===== config.mk =====
export PLATFORM = sky130hd
export DESIGN_NAME = comment_stripper_stream_flat
export DESIGN_NICKNAME = d
export VERILOG_FILES = /design/src/rtl/core/css_pkg.sv /design/src/rtl/core/css_req_if.sv /design/src/rtl/core/css_rsp_if.sv /design/src/rtl/core/comment_stripper_stream.sv /design/src/flat_wrapper.sv
export SDC_FILE = /design/constraint.sdc
export NUM_CORES = 1
export LEC_CHECK = 0
export BUFFER_PORTS_ARGS = -buffer_cell sky130_fd_sc_hd__buf_2
export CORE_MARGIN = 4
export CORE_UTILIZATION = 28
export CTS_CLUSTER_DIAMETER = 120
export DETAILED_ROUTE_END_ITERATION = 10
export PLACE_DENSITY = 0.46
export SLEW_MARGIN = 0
export SYNTH_ARGS = -nofsm -noshare
export SYNTH_HDL_FRONTEND = slang
export SYNTH_SLANG_ARGS = --single-unit

===== constraint.sdc =====
create_clock -name clock -period 4.05 [get_ports clock]
set_input_delay 1.0125 -clock clock [delete_from_list [all_inputs] [get_ports clock]]
set_output_delay 1.0125 -clock clock [all_outputs]
set_load 0.05 [all_outputs]

===== src/rtl/core/css_pkg.sv =====
package css_pkg;

   localparam logic [7:0] CH_SLASH     = 8'h2F;
   localparam logic [7:0] CH_STAR      = 8'h2A;
   localparam logic [7:0] CH_QUOTE     = 8'h22;
   localparam logic [7:0] CH_BACKSLASH = 8'h5C;
   localparam logic [7:0] CH_NEWLINE   = 8'h0A;

   // Result queue: depth and index widths.
   localparam int unsigned QUEUE_DEPTH = 4;
   localparam int unsigned QUEUE_AW    = $clog2(QUEUE_DEPTH);
   localparam int unsigned QUEUE_CW    = $clog2(QUEUE_DEPTH + 1);

   typedef enum logic [3:0] {
      MODE_CODE   = 4'b0001,
      MODE_STRING = 4'b0010,
      MODE_LINE   = 4'b0100,
      MODE_BLOCK  = 4'b1000
   } mode_type;

   typedef struct packed {
      logic [7:0] out_byte;
      logic       has_byte;
      logic       last_out;
   } result_type;

endpackage


===== src/rtl/core/css_req_if.sv =====
interface css_req_if;
   logic       valid;
   logic       ready;
   logic [7:0] ch;
   logic       last_in;

   modport source (output valid, output ch, output last_in, input ready);
   modport sink   (input valid, input ch, input last_in, output ready);
endinterface


===== src/rtl/core/css_rsp_if.sv =====
interface css_rsp_if;
   logic       valid;
   logic       ready;
   logic [7:0] out_byte;
   logic       has_byte;
   logic       last_out;

   modport source (output valid, output out_byte, output has_byte, output last_out,
                   input ready);
   modport sink   (input valid, input out_byte, input has_byte, input last_out,
                   output ready);
endinterface


===== src/rtl/core/comment_stripper_stream.sv =====
// Comment stripper for a stream of source text.
//
// Text bytes arrive on req_stream, one item per byte, with last_in set on the
// final byte of a text. The comment-free text leaves on rsp_stream, one byte
// per item. Line comments and block comments are removed; double-quoted
// strings pass untouched. A slash in code, or a star in a block comment, is
// held back until the next byte decides it, so one input item can release
// two result items. The final result of a text always carries last_out, and
// when the final byte yields nothing a bare item with has_byte low is sent.
//
// Results of an accepted item are written into a four-entry result queue
// and offered on rsp_stream from there in order. Throughput is one item per
// cycle, set by the scanner logic between the input handshake and the queue,
// as long as the input is ready, which is while the queue has room for two
// results, so the block keeps accepting while a result waits to be taken.
// When the receiver stalls, the queue fills and req_stream.ready falls.
// Synchronous reset empties the queue and returns the scanner to code mode.
module comment_stripper_stream (
   input  logic      clock,
   input  logic      reset,
   css_req_if.sink   req_stream,
   css_rsp_if.source rsp_stream
);
   import css_pkg::*;

   // Scanner state.
   mode_type mode_ff, mode_in;
   logic     held_slash_ff, held_slash_in;
   logic     held_star_ff, held_star_in;
   logic     prev_bs_ff, prev_bs_in;

   // Result queue.
   result_type             queue_ff [QUEUE_DEPTH];
   logic [QUEUE_AW-1:0]    wr_ptr_ff, wr_ptr_in;
   logic [QUEUE_AW-1:0]    rd_ptr_ff, rd_ptr_in;
   logic [QUEUE_CW-1:0]    count_ff, count_in;

   logic       accept;
   logic       pop;
   logic [7:0] b;
   logic       at_end;
   logic       is_quote_open;

   // Up to two results from one item.
   result_type res0, res1;
   logic [1:0] res_count;

   // Effect of a byte seen in code mode with no slash held.
   logic cb_emit;
   logic cb_hold;
   logic cb_string;

   assign b      = req_stream.ch;
   assign at_end = req_stream.last_in;

   // The queue must be able to take two results for a new item to enter.
   assign req_stream.ready = (count_ff <= QUEUE_CW'(QUEUE_DEPTH - 2));
   assign accept           = req_stream.valid && req_stream.ready;
   assign pop              = rsp_stream.valid && rsp_stream.ready;

   assign is_quote_open = (b == CH_QUOTE) && !prev_bs_ff;

   always_comb begin
      cb_string = 1'b0;
      cb_hold   = 1'b0;
      cb_emit   = 1'b0;
      if (is_quote_open) begin
         cb_string = 1'b1;
         cb_emit   = 1'b1;
      end else if ((b == CH_SLASH) && !at_end) begin
         cb_hold = 1'b1;
      end else begin
         cb_emit = 1'b1;
      end
   end

   always_comb begin
      mode_in       = mode_ff;
      held_slash_in = held_slash_ff;
      held_star_in  = held_star_ff;
      res0          = '{out_byte: b, has_byte: 1'b1, last_out: 1'b0};
      res1          = '{out_byte: b, has_byte: 1'b1, last_out: 1'b0};
      res_count     = 2'd0;

      case (mode_ff)
         MODE_CODE: begin
            if (held_slash_ff) begin
               held_slash_in = 1'b0;
               if (b == CH_SLASH) begin
                  mode_in = MODE_LINE;
               end else if (b == CH_STAR) begin
                  mode_in      = MODE_BLOCK;
                  held_star_in = 1'b0;
               end else begin
                  // The held slash was plain text; release it before this byte.
                  res0.out_byte = CH_SLASH;
                  res_count     = cb_emit ? 2'd2 : 2'd1;
                  held_slash_in = cb_hold;
                  if (cb_string) begin
                     mode_in = MODE_STRING;
                  end
               end
            end else begin
               res_count     = cb_emit ? 2'd1 : 2'd0;
               held_slash_in = cb_hold;
               if (cb_string) begin
                  mode_in = MODE_STRING;
               end
            end
         end
         MODE_STRING: begin
            if (is_quote_open) begin
               mode_in = MODE_CODE;
            end
            res_count = 2'd1;
         end
         MODE_LINE: begin
            if (b == CH_NEWLINE) begin
               mode_in   = MODE_CODE;
               res_count = 2'd1;
            end
         end
         MODE_BLOCK: begin
            if (held_star_ff && (b == CH_SLASH)) begin
               held_star_in = 1'b0;
               mode_in      = MODE_CODE;
            end else begin
               held_star_in = 1'b0;
               if (b == CH_STAR) begin
                  held_star_in = !at_end;
               end else if (b == CH_NEWLINE) begin
                  res_count = 2'd1;
               end
            end
         end
         default: begin
            mode_in = MODE_CODE;
         end
      endcase

      prev_bs_in = (b == CH_BACKSLASH);

      // End of text: mark the final result, or send a bare end mark, then
      // start the next text from a clean state.
      if (at_end) begin
         if (res_count == 2'd0) begin
            res0      = '{out_byte: 8'd0, has_byte: 1'b0, last_out: 1'b1};
            res_count = 2'd1;
         end else if (res_count == 2'd1) begin
            res0.last_out = 1'b1;
         end else begin
            res1.last_out = 1'b1;
         end
         mode_in       = MODE_CODE;
         held_slash_in = 1'b0;
         held_star_in  = 1'b0;
         prev_bs_in    = 1'b0;
      end
   end

   // Queue pointer and count update.
   always_comb begin
      wr_ptr_in = wr_ptr_ff;
      rd_ptr_in = rd_ptr_ff;
      count_in  = count_ff;
      if (accept) begin
         wr_ptr_in = wr_ptr_ff + QUEUE_AW'(res_count);
         count_in  = count_in + QUEUE_CW'(res_count);
      end
      if (pop) begin
         rd_ptr_in = rd_ptr_ff + QUEUE_AW'(1);
         count_in  = count_in - QUEUE_CW'(1);
      end
   end

   always_ff @(posedge clock) begin
      if (reset) begin
         mode_ff       <= MODE_CODE;
         held_slash_ff <= 1'b0;
         held_star_ff  <= 1'b0;
         prev_bs_ff    <= 1'b0;
         wr_ptr_ff     <= '0;
         rd_ptr_ff     <= '0;
         count_ff      <= '0;
      end else begin
         if (accept) begin
            mode_ff       <= mode_in;
            held_slash_ff <= held_slash_in;
            held_star_ff  <= held_star_in;
            prev_bs_ff    <= prev_bs_in;
         end
         wr_ptr_ff <= wr_ptr_in;
         rd_ptr_ff <= rd_ptr_in;
         count_ff  <= count_in;
      end
   end

   // Queue storage needs no reset; the count guards every read.
   always_ff @(posedge clock) begin
      if (accept) begin
         if (res_count != 2'd0) begin
            queue_ff[wr_ptr_ff] <= res0;
         end
         if (res_count == 2'd2) begin
            queue_ff[wr_ptr_ff + QUEUE_AW'(1)] <= res1;
         end
      end
   end

   assign rsp_stream.valid    = (count_ff != '0);
   assign rsp_stream.out_byte = queue_ff[rd_ptr_ff].out_byte;
   assign rsp_stream.has_byte = queue_ff[rd_ptr_ff].has_byte;
   assign rsp_stream.last_out = queue_ff[rd_ptr_ff].last_out;

endmodule

===== src/flat_wrapper.sv =====
// flat-port wrapper written by rule: the top's interface ports become plain ports
module comment_stripper_stream_flat import css_pkg::*;
  (clock, reset, req_stream_valid, req_stream_ch, req_stream_last_in, req_stream_ready, rsp_stream_valid, rsp_stream_out_byte, rsp_stream_has_byte, rsp_stream_last_out, rsp_stream_ready);
  css_req_if req_stream_i ();
  css_rsp_if rsp_stream_i ();
  input  logic clock;
  input  logic reset;
  input wire logic [$bits(req_stream_i.valid)-1:0] req_stream_valid;
  input wire logic [$bits(req_stream_i.ch)-1:0] req_stream_ch;
  input wire logic [$bits(req_stream_i.last_in)-1:0] req_stream_last_in;
  output wire logic [$bits(req_stream_i.ready)-1:0] req_stream_ready;
  output wire logic [$bits(rsp_stream_i.valid)-1:0] rsp_stream_valid;
  output wire logic [$bits(rsp_stream_i.out_byte)-1:0] rsp_stream_out_byte;
  output wire logic [$bits(rsp_stream_i.has_byte)-1:0] rsp_stream_has_byte;
  output wire logic [$bits(rsp_stream_i.last_out)-1:0] rsp_stream_last_out;
  input wire logic [$bits(rsp_stream_i.ready)-1:0] rsp_stream_ready;
  assign req_stream_i.valid = req_stream_valid;
  assign req_stream_i.ch = req_stream_ch;
  assign req_stream_i.last_in = req_stream_last_in;
  assign req_stream_ready = req_stream_i.ready;
  assign rsp_stream_valid = rsp_stream_i.valid;
  assign rsp_stream_out_byte = rsp_stream_i.out_byte;
  assign rsp_stream_has_byte = rsp_stream_i.has_byte;
  assign rsp_stream_last_out = rsp_stream_i.last_out;
  assign rsp_stream_i.ready = rsp_stream_ready;
  comment_stripper_stream u_core (.clock(clock), .reset(reset), .req_stream(req_stream_i), .rsp_stream(rsp_stream_i));
endmodule

Word-level counts from Yosys, hierarchy flattened
Memory sizes are Yosys's and may differ from the RTL's. A register that Yosys moved wholly into a read port is not among the register bits.
Index checks and enable logic that the tools add are counted.
{ "op_classes": {"n_addsub": 5, "order_cmp": 1, "eq_ne": 17, "n_mux": 59, "n_reduce_logical": 15} }
{ "ops": {"columns": ["op", "count"], "rows": [
  ["$mux W4", 8],
  ["$mux W8", 4],
  ["$mux W1", 31],
  ["$eq A8 B6 Y1 const B", 3],
  ["$mux W2", 9],
  ["$pmux W4 S4", 1],
  ["$ne A3 B2 Y1 const B", 5],
  ["$mux W10", 1],
  ["$mux W9", 1],
  ["$eq A8 B4 Y1 const B", 1],
  ["$eq A8 B7 Y1 const B", 1],
  ["$pmux W2 S4", 1],
  ["$mux W3", 2],
  ["$reduce_bool A3 Y1", 2],
  ["$logic_and A1 B1 Y1", 5],
  ["$reduce_and A5 Y1", 1],
  ["$add A2 B1 Y2 const B", 2],
  ["$eq A4 B1 Y1 const B", 1],
  ["$eq A4 B2 Y1 const B", 1],
  ["$eq A4 B3 Y1 const B", 1],
  ["$eq A4 B4 Y1 const B", 1],
  ["$reduce_and A4 Y1", 1],
  ["$reduce_bool A2 Y1", 2],
  ["$add A3 B2 Y3", 1],
  ["other kinds (10)", 11]
]} }
{ "totals": {"register_bits": 14, "ramBits": 40, "input_bits": 13, "output_inout_bits": 12, "wordCells": 105, "memories": 1} }
{ "memory_table": {"columns": ["memory", "words", "width", "read_ports", "rd_clocked_by_memory_dff", "write_ports", "line", "source"], "rows": [
  ["u_core.queue_ff", 4, 10, 1, 1, 2, "comment_stripper_stream.sv:33", "result_type queue_ff [QUEUE_DEPTH];"]
]} }

Logic depth before layout (Yosys ltp)
Gate-level depths: netlist (run 1).
{ "logic_depth": {"depth_word": 16, "depth_mapped": 14} }

Least setup slack after synthesis (run 1)
No wires, ideal clock.
{ "synth_timing": {"path_type": "input to register", "from": "in req_stream_ch[4]", "to": "reg u_core.count_ff[1]", "t_arrival_ns": 3.724, "required_ns": 3.964, "slack_ns": 0.240, "stages": 12, "cell_sequence": "nor4b_4 nand4_2 nand2_1 inv_1 buf_2 o21ai_0 ha_1 fa_1 mux2i_1 ha_1 and3_1 a211oi_1"} }
{ "synth_via": {"elab_chain_len": 16, "word_cells_on_any_way": 25, "classes_between": "2 x add/sub; 4 x eq/ne; 15 x mux; 4 x reduce/logical"} }
{ "synth_lines": {"columns": ["element", "line", "source"], "rows": [
  ["start, declared", "flat_wrapper.sv:9", "input wire logic [$bits(req_stream_i.ch)-1:0] req_stream_ch;"],
  ["$eq A8 B6 Y1", "comment_stripper_stream.sv:70, comment_stripper_stream.sv:89, comment_stripper_stream.sv:124", null],
  ["$logic_and A1 B1 Y1", "comment_stripper_stream.sv:70", "end else if ((b == CH_SLASH) && !at_end) begin"],
  ["$mux W1", "comment_stripper_stream.sv:70", null],
  ["$mux W1", "comment_stripper_stream.sv:67", "if (is_quote_open) begin"],
  ["$mux W2", "comment_stripper_stream.sv:97", "res_count = cb_emit ? 2'd2 : 2'd1;"],
  ["$mux W2", "comment_stripper_stream.sv:91", "end else if (b == CH_STAR) begin"],
  ["$mux W2", "comment_stripper_stream.sv:89", "if (b == CH_SLASH) begin"],
  ["$mux W2", "comment_stripper_stream.sv:87", "if (held_slash_ff) begin"],
  ["$pmux W2 S4 (*)", "comment_stripper_stream.sv:85", "case (mode_ff)"],
  ["$logic_not A2 Y1", "comment_stripper_stream.sv:146", "if (res_count == 2'd0) begin"],
  ["$mux W2", "comment_stripper_stream.sv:146", null],
  ["$mux W2 (*)", "comment_stripper_stream.sv:145", "if (at_end) begin"],
  ["$add A3 B2 Y3 (*)", "comment_stripper_stream.sv:168", "count_in = count_in + QUEUE_CW'(res_count);"],
  ["$mux W3 (*)", "comment_stripper_stream.sv:166", "if (accept) begin"],
  ["$sub A3 B1 Y3", "comment_stripper_stream.sv:172", "count_in = count_in - QUEUE_CW'(1);"],
  ["$mux W3 (*)", "comment_stripper_stream.sv:170", "if (pop) begin"],
  ["end signal, assigned", "comment_stripper_stream.sv:194", "count_ff <= count_in;"],
  ["end, declared", "comment_stripper_stream.sv:36", "logic [QUEUE_CW-1:0] count_ff, count_in;"]
]} }
Every way passes the cells marked *; elsewhere a longest branch is shown, timed or not.
A chain may end at the register's enable or synchronous reset.

Final worst setup path (run 1)
Same ends and word-level chain as after synthesis.

==> results of run 1 <==
[power groups by stage]
stage | clock [mW] | sequential (mW) | combinational, mW
3_5_place_dp | 0 | 0.825 | 0.827
4_1_cts | 0.384 | 0.811 | 0.830
2_1_floorplan | 0 | 0.771 | 0.676
6_report | 0.372 | 0.806 | 0.814
5_1_grt | 0.408 | 0.825 | 0.883
3_3_place_gp | 0 | 0.822 | 0.829
[flip-flops by register name, summed over array words and instances (netlist names), named ones only]
| register | flops |
|---|---|
| u_core.count_ff | 3 |
| u_core.held_slash_ff | 1 |
| u_core.queue_ff | 40 |
| u_core.mode_ff | 4 |
| u_core.prev_bs_ff | 1 |
| u_core.rd_ptr_ff | 2 |
| u_core.wr_ptr_ff | 2 |
| u_core.held_star_ff | 1 |
[worst reg2reg max path: cells and delay by family (launching register included)]
kind                       cells  cell delay [ns]
adders and majority gates      3             0.95
and+or+nand+nor                4             0.92
DFF                            1             0.40
buffers and inverters          2             0.32
AOI/OAI and AO/OA              2             0.31
muxes                          1             0.21
[placed cells by master, fill, tap and decap left out, drive strengths merged, types with 5 or more instances in the layout]
cell type,count
nand3,9
and2,9
nand4,7
dfxtp,20
buf,33
mux4,10
a21boi,5
nand2,28
nor2,28
clkbuf,6
o21ai,10
inv,10
edfxtp,36
a21oi,36
[cells in the mapped netlist, types with 2 or more instances]
library cell  count
nor2_1           28
and4_1            4
inv_1             9
nor2b_1           3
nand2b_1          4
a32o_1            4
nor4_1            3
mux4_2           10
dfxtp_1          20
clkbuf_1          8
ha_1              3
o22ai_1           3
or3_1             3
a21oi_1          36
nand3_1           9
nor3_1            2
nand4_1           6
a211o_1           2
edfxtp_1         36
and3_1            2
nor4b_1           2
o21ai_0          10
a21boi_0          4
xor2_1            2
a22o_1            4
o21a_1            4
xnor2_1           4
a21o_1            3
or2_2             2
and2_1            7
buf_2             6
mux2i_1           2
a211oi_1          2
nand2_1          28
nor4b_4           2
[routing by layer]
layer	up-vias	wire [um]
li1	1170	-
met1	1159	3600
met2	42	3740
met3	4	269
met4	0	38
met5	-	0
[through the flow]
stage | instance area, um2 | worst slack [ns] | hold WS (ns) | utilization [%] | total power, mW
floorplan | 3100 | 0.240 | 0.433 | - | 1.45
global placement | 3400 | 0.186 | 0.455 | 31.4 | 1.65
detailed placement | 3400 | 0.190 | 0.462 | 31.4 | 1.65
CTS | 3510 | 0.499 | 0.487 | 32.4 | 2.03
global route | 3510 | 0.251 | 0.503 | 32.4 | 2.12
finish | 3510 | 0.534 | 0.480 | 32.4 | 1.99
[worst paths after layout]
check	from	endpoint	cells past startpoint
min reg2reg	u_core.queue_ff[2][1]$_SDFFE_PP1P_	u_core.queue_ff[2][1]$_SDFFE_PP1P_	2
max	req_stream_ch[4]	u_core.count_ff[1]$_SDFF_PP0_	12
max reg2reg	u_core.mode_ff[1]$_SDFFE_PP0P_	u_core.count_ff[1]$_SDFF_PP0_	12
min	u_core.queue_ff[2][1]$_SDFFE_PP1P_	u_core.queue_ff[2][1]$_SDFFE_PP1P_	2
[logic make-up (layout without fill, tap and decap cells)]
logic type | count (synthesis) | in the layout | synth area share (%)
simple gates | 111 | 111 | 19.7
compound gates | 83 | 83 | 17.6
flops | 56 | 56 | 47.8
buf+inv | 24 | 50 | 3.15
mux | 13 | 13 | 8.27
xor+xnor | 6 | 6 | 1.69
fa+ha+maj | 4 | 4 | 1.86
[layout make-up]
cell class,count,area (um2),share of cell area (%)
Timing Repair Buffer,33,188,5.34
Tap cell,140,175,4.99
Clock inverter,2,38.8,1.10
Sequential cell,56,1480,42.2
Clock buffer,6,72.6,2.07
Inverter,9,33.8,0.962
Multi-Input combinational cell,217,1520,43.4
==> flow_metrics.tcl, run 1 <==
set metrics [dict create \
    outcome "finished, final reports clean" \
    syn_to_final_growth_pct 13.2 \
    grt_max_degree 22 \
    synth.area.top_cells "edfxtp_1 35%, dfxtp_1 13%, mux4_2 7.3%" \
    cts_buffers 5 \
    intPower_mw 1.19 \
    synth_area_leader_cell "edfxtp_1" \
    routedWlPerCell_um 16.5 \
    dr.first_iter.drc_count 127 \
    via_per_inst 5.13 \
    path_common_cell "ha_1" \
    grt_pass1_wl_um 12600 \
    grt-busiest-layer "met2" \
    synthCells 297 \
    synth_area_per_cell_um2 10.4 \
    nets 339 \
    placedCellCount 455 \
    fillers 1159 \
    worstPathMaxFanout 9 \
    max_stage_delay_ns 0.56 \
    drt_wl_total_um 7640 \
    net-switching-power_mw 0.799 \
    h-tree-depth 2 \
    dominantRegCellSynth "edfxtp_1" \
    path_buf_inv 2 \
    drive_gt1_share_pct 19.2 \
    cts.sink_count 56 \
    period_needed_ns 3.52 \
    rrSetupSlack_ns 0.86 \
    synth_edf_count 36 \
    async_reset_ff_share_pct 0 \
    p_leak_nw 1.26 \
    p_clk_share_pct 18.7 \
    start_util_pct 28.6 \
    p_comb_share_pct 40.9 \
    syn-num-nets 314 \
    core_area_um2 10800 \
    grt_remaining_overflow 0 \
    critPathLaunchType "input pin" \
    clock_latency_ns 0.31 \
    grt.met3_usage_pct 2.09 \
    worstPathArrival_ns 3.75 \
    ys_ff_latch 56 \
    grt_use_met2_pct 20.7 \
    antenna_cells 0 \
    root_buffer "clkbuf_8" \
    seq_power_share_pct 40.5 \
    layoutNonFillerInstCount 463 \
    yosysUniqueCellTypes 55 \
    hp-class "register to register" \
    pin_count 25 \
    num_vias 2375 \
    dp_hpwl_um 5710 \
    grtUsageMet1_pct 16.7 \
    rows 38 \
    cellPowerDensity_nw_per_um2 568 \
    worst_pin_slew_ns 0.716 \
    ant_nets 0 \
    cts_tree "built" \
    hold_violations 0 \
    worstSetupPathType "input pin to register" \
    grt_usage_pct 12.3 \
    antenna_found_initial 0 \
    port_buffers 24 \
    ctsResizeCount 0 \
    drv_slew 0 \
    clkTransAtPathRegs_ns 0.10 \
    die_x_um 113 \
    peakVddDrop_mv 0.300 \
    fin_setup_tns_ns 0 \
    crit_family "simple AND/OR/NAND/NOR gates" \
    end_kind "register" \
    die_y_um 113 \
    dr.pass1.iters 4 \
    fin_worst_skew_ns 0.00621 \
    fin_crit_sh_pct 86.8 \
    cap_violations 0 \
    sw_frac_of_total_pct 40.1 \
    required_ns 4.28 \
    grt_pass1_vias 2402 \
    synth-seq-area-share_pct 47.8 \
    slowest_stage "nor4b_4" \
    timing.slew.headroom_pct 52.2 \
    yosysTopAreaCellShare_pct 34.9 \
    post-cts-setup-buffers 0 \
    fmax_mhz 284 \
    gp_congestion 0.772 \
    rsz0062_at_grt "false" \
    cts_hold_buffers 0 \
    post-route-drc-count 0 \
    clock_path_buffers 2 \
    ys_warn_count 0 \
    setup_viol 0 \
    syn_area_um2 3100 \
    crit_path_cell_trace "buf_2, nor4b_4, nand4_2, nand2_1, inv_1, o21ai_0, ha_1, fa_1, mux2i_1, ha_1, and3_1, a211oi_1" \
    die_area_um2 12800 \
]
Power figures use the tool's default switching activity.
==> run 2, diff against run 1 <==
--- a/config.mk
+++ b/config.mk
@@ -6,6 +6,7 @@
 export NUM_CORES = 1
 export LEC_CHECK = 0
 export BUFFER_PORTS_ARGS = -buffer_cell sky130_fd_sc_hd__buf_2
+export CORE_ASPECT_RATIO = 1.5
 export CORE_MARGIN = 4
 export CORE_UTILIZATION = 28
 export CTS_CLUSTER_DIAMETER = 120
==> flow_metrics.tcl, run 2 (synthesized netlist as in run 1, its figures left out) <==
set metrics [dict create \
    multi_input_area_um2 1520 \
    seq_area_um2 1480 \
    hp-start "u_core.queue_ff[2][1]$_SDFFE_PP1P_" \
    path_buf_inv 2 \
    pin_count 25 \
    worst_pin_slew_ns 0.718 \
    worstPathArrival_ns 3.56 \
    hp-class "register to register" \
    root_buffer "clkbuf_16" \
    min_to "u_core.queue_ff[2][1]$_SDFFE_PP1P_" \
    final_cell_mix "36 x a21oi_1, 36 x edfxtp_1, 28 x nand2_1, 28 x nor2_1, 24 x buf_2" \
    hold_depth 2 \
    p_leak_nw 1.27 \
    ant_nets 0 \
    clkTransAtPathRegs_ns 0.07 \
    net-switching-power_mw 0.825 \
    required_ns 4.27 \
    critPathLaunchType "input pin" \
    num_vias 2372 \
    port_buffers 24 \
    die_area_um2 12900 \
    dr.first_iter.drc_count 130 \
    antenna_found_initial 0 \
    rsz0062_at_grt "false" \
    clock_path_buffers 2 \
    rrSetupSlack_ns 0.79 \
    antenna_cells 0 \
    fin_setup_tns_ns 0 \
    end_kind "register" \
    crit_path_cell_trace "buf_2, and4_1, and2_1, inv_1, a21oi_1, o21ai_0, ha_1, fa_1, mux2i_1, ha_1, and3_1, a211oi_1" \
    ctsResizeCount 0 \
    p_comb_share_pct 39.4 \
    path_common_cell "ha_1" \
    fmax_mhz 299 \
    rows 46 \
    grt_pass1_vias 2470 \
    via_per_inst 5.08 \
    clock_latency_ns 0.30 \
    final_critical_path_setup_slack_ns 0.704 \
    drt_wl_total_um 8110 \
    regMostFlops "u_core.queue_ff" \
    cts_buffers 5 \
    h-tree-depth 2 \
    die_y_um 137 \
    layoutNonFillerInstCount 467 \
    grt_remaining_overflow 0 \
    routedWlPerCell_um 17.4 \
    gp_congestion 0.783 \
    p_clk_share_pct 21.3 \
    drv_slew 0 \
    start_util_pct 29.0 \
    max_stage_delay_ns 0.51 \
    dr.pass1.iters 4 \
    cts_hold_buffers 0 \
    rr_startpoint "u_core.mode_ff[1]$_SDFFE_PP0P_" \
    grt_use_met2_pct 26.0 \
    largestRegisters "u_core.queue_ff: 40 flops, u_core.mode_ff: 4 flops, u_core.count_ff: 3 flops" \
    fin_worst_skew_ns 0.00964 \
    post-cts-setup-buffers 0 \
    die_x_um 93.9 \
    cts.sink_count 56 \
    hold_violations 0 \
    period_needed_ns 3.35 \
    post-route-util_pct 33.2 \
    grt_max_degree 22 \
    slowest_stage "fa_1" \
    grt_usage_pct 13.6 \
    timing.slew.headroom_pct 52.1 \
    core_area_um2 10700 \
    syn_to_final_growth_pct 14.4 \
    grt-busiest-layer "met2" \
    fin_crit_sh_pct 82.6 \
    post-route-drc-count 0 \
    cellPowerDensity_nw_per_um2 579 \
    fillers 1149 \
    grtUsageMet1_pct 15.0 \
    nets 339 \
    r2r_end "u_core.count_ff[1]$_SDFF_PP0_" \
    dp_hpwl_um 6180 \
    rr_worst_depth 12 \
    placedCellCount 459 \
    intPower_mw 1.23 \
    worstPathMaxFanout 12 \
    setup_viol 0 \
    grt.met3_usage_pct 1.98 \
    sw_frac_of_total_pct 40.1 \
    crit_family "adder cells" \
    place_ws_ns 0.356 \
    cap_violations 0 \
    seq_power_share_pct 39.3 \
    grt_pass1_wl_um 13300 \
    cts_tree "built" \
    power_mw 2.06 \
    drive_gt1_share_pct 19.5 \
    peakVddDrop_mv 0.198 \
    largest_register_ff_count 40 \
    outcome "finished, final reports clean" \
    worstSetupPathType "input pin to register" \
]
==> run 2: cell types whose count changed in the layout (fill, tap and decap cells not counted), sizes merged <==
cell      delta
clkinvlp     +1
clkinv       +2
clkbuf       -1
bufinv       -1
inv          -1
==> run 2: stage by stage <==
stage / hold slack (ns) / instance area, um2
6_report: 0.472 / 3550
5_1_grt: 0.497 / 3550
4_1_cts: 0.476 / 3550
3_5_place_dp: 0.456 / 3410
3_3_place_gp: 0.454 / 3410
2_1_floorplan: 0.433 / 3100
==> run 2: how the worst max path moves through the flow <==
stage | slack (ns) | cells after the start | startpoint | endpoint
6_report | 0.70 | 12 | req_stream_ch[5] | u_core.count_ff[1]$_SDFF_PP0_
3_5_place_dp | 0.36 | 12 | req_stream_ch[4] | u_core.count_ff[1]$_SDFF_PP0_
4_1_cts | 0.66 | 12 | req_stream_ch[4] | u_core.count_ff[1]$_SDFF_PP0_
2_1_floorplan | 0.24 | 12 | req_stream_ch[4] | u_core.count_ff[1]$_SDFF_PP0_
5_1_grt | 0.50 | 12 | req_stream_ch[4] | u_core.count_ff[1]$_SDFF_PP0_
3_3_place_gp | 0.37 | 12 | req_stream_ch[4] | u_core.count_ff[1]$_SDFF_PP0_
==> run 2: metal layers <==
metal / share of wire [%] / vias to the layer above
met5: 0 / -
met4: 1.5 / 0
met3: 2.3 / 8
met2: 55 / 35
met1: 41 / 1153
li1: - / 1176
==> run 2: power groups by stage <==
stage / Sequential (mW) / Combinational, mW / Clock (mW)
detailed placement: 0.827 / 0.822 / 0
floorplan: 0.771 / 0.676 / 0
global route: 0.827 / 0.882 / 0.473
CTS: 0.814 / 0.825 / 0.450
global placement: 0.823 / 0.820 / 0
finish: 0.808 / 0.810 / 0.439
==> run 2: cell type report <==
class | count | area share (%)
tap | 144 | 5.08
inverter | 9 | 0.952
clock buffer | 5 | 3.52
timing repair buffer | 33 | 5.29
sequential | 56 | 41.7
clock inverter | 3 | 0.529
multi-input combinational | 217 | 42.9
==> run 2: worst min-delay path, stage by stage, from the launching register on <==
cell and delay, ns:
dfxtp_1 0.32, nand2_1 0.05, nand3_1 0.07
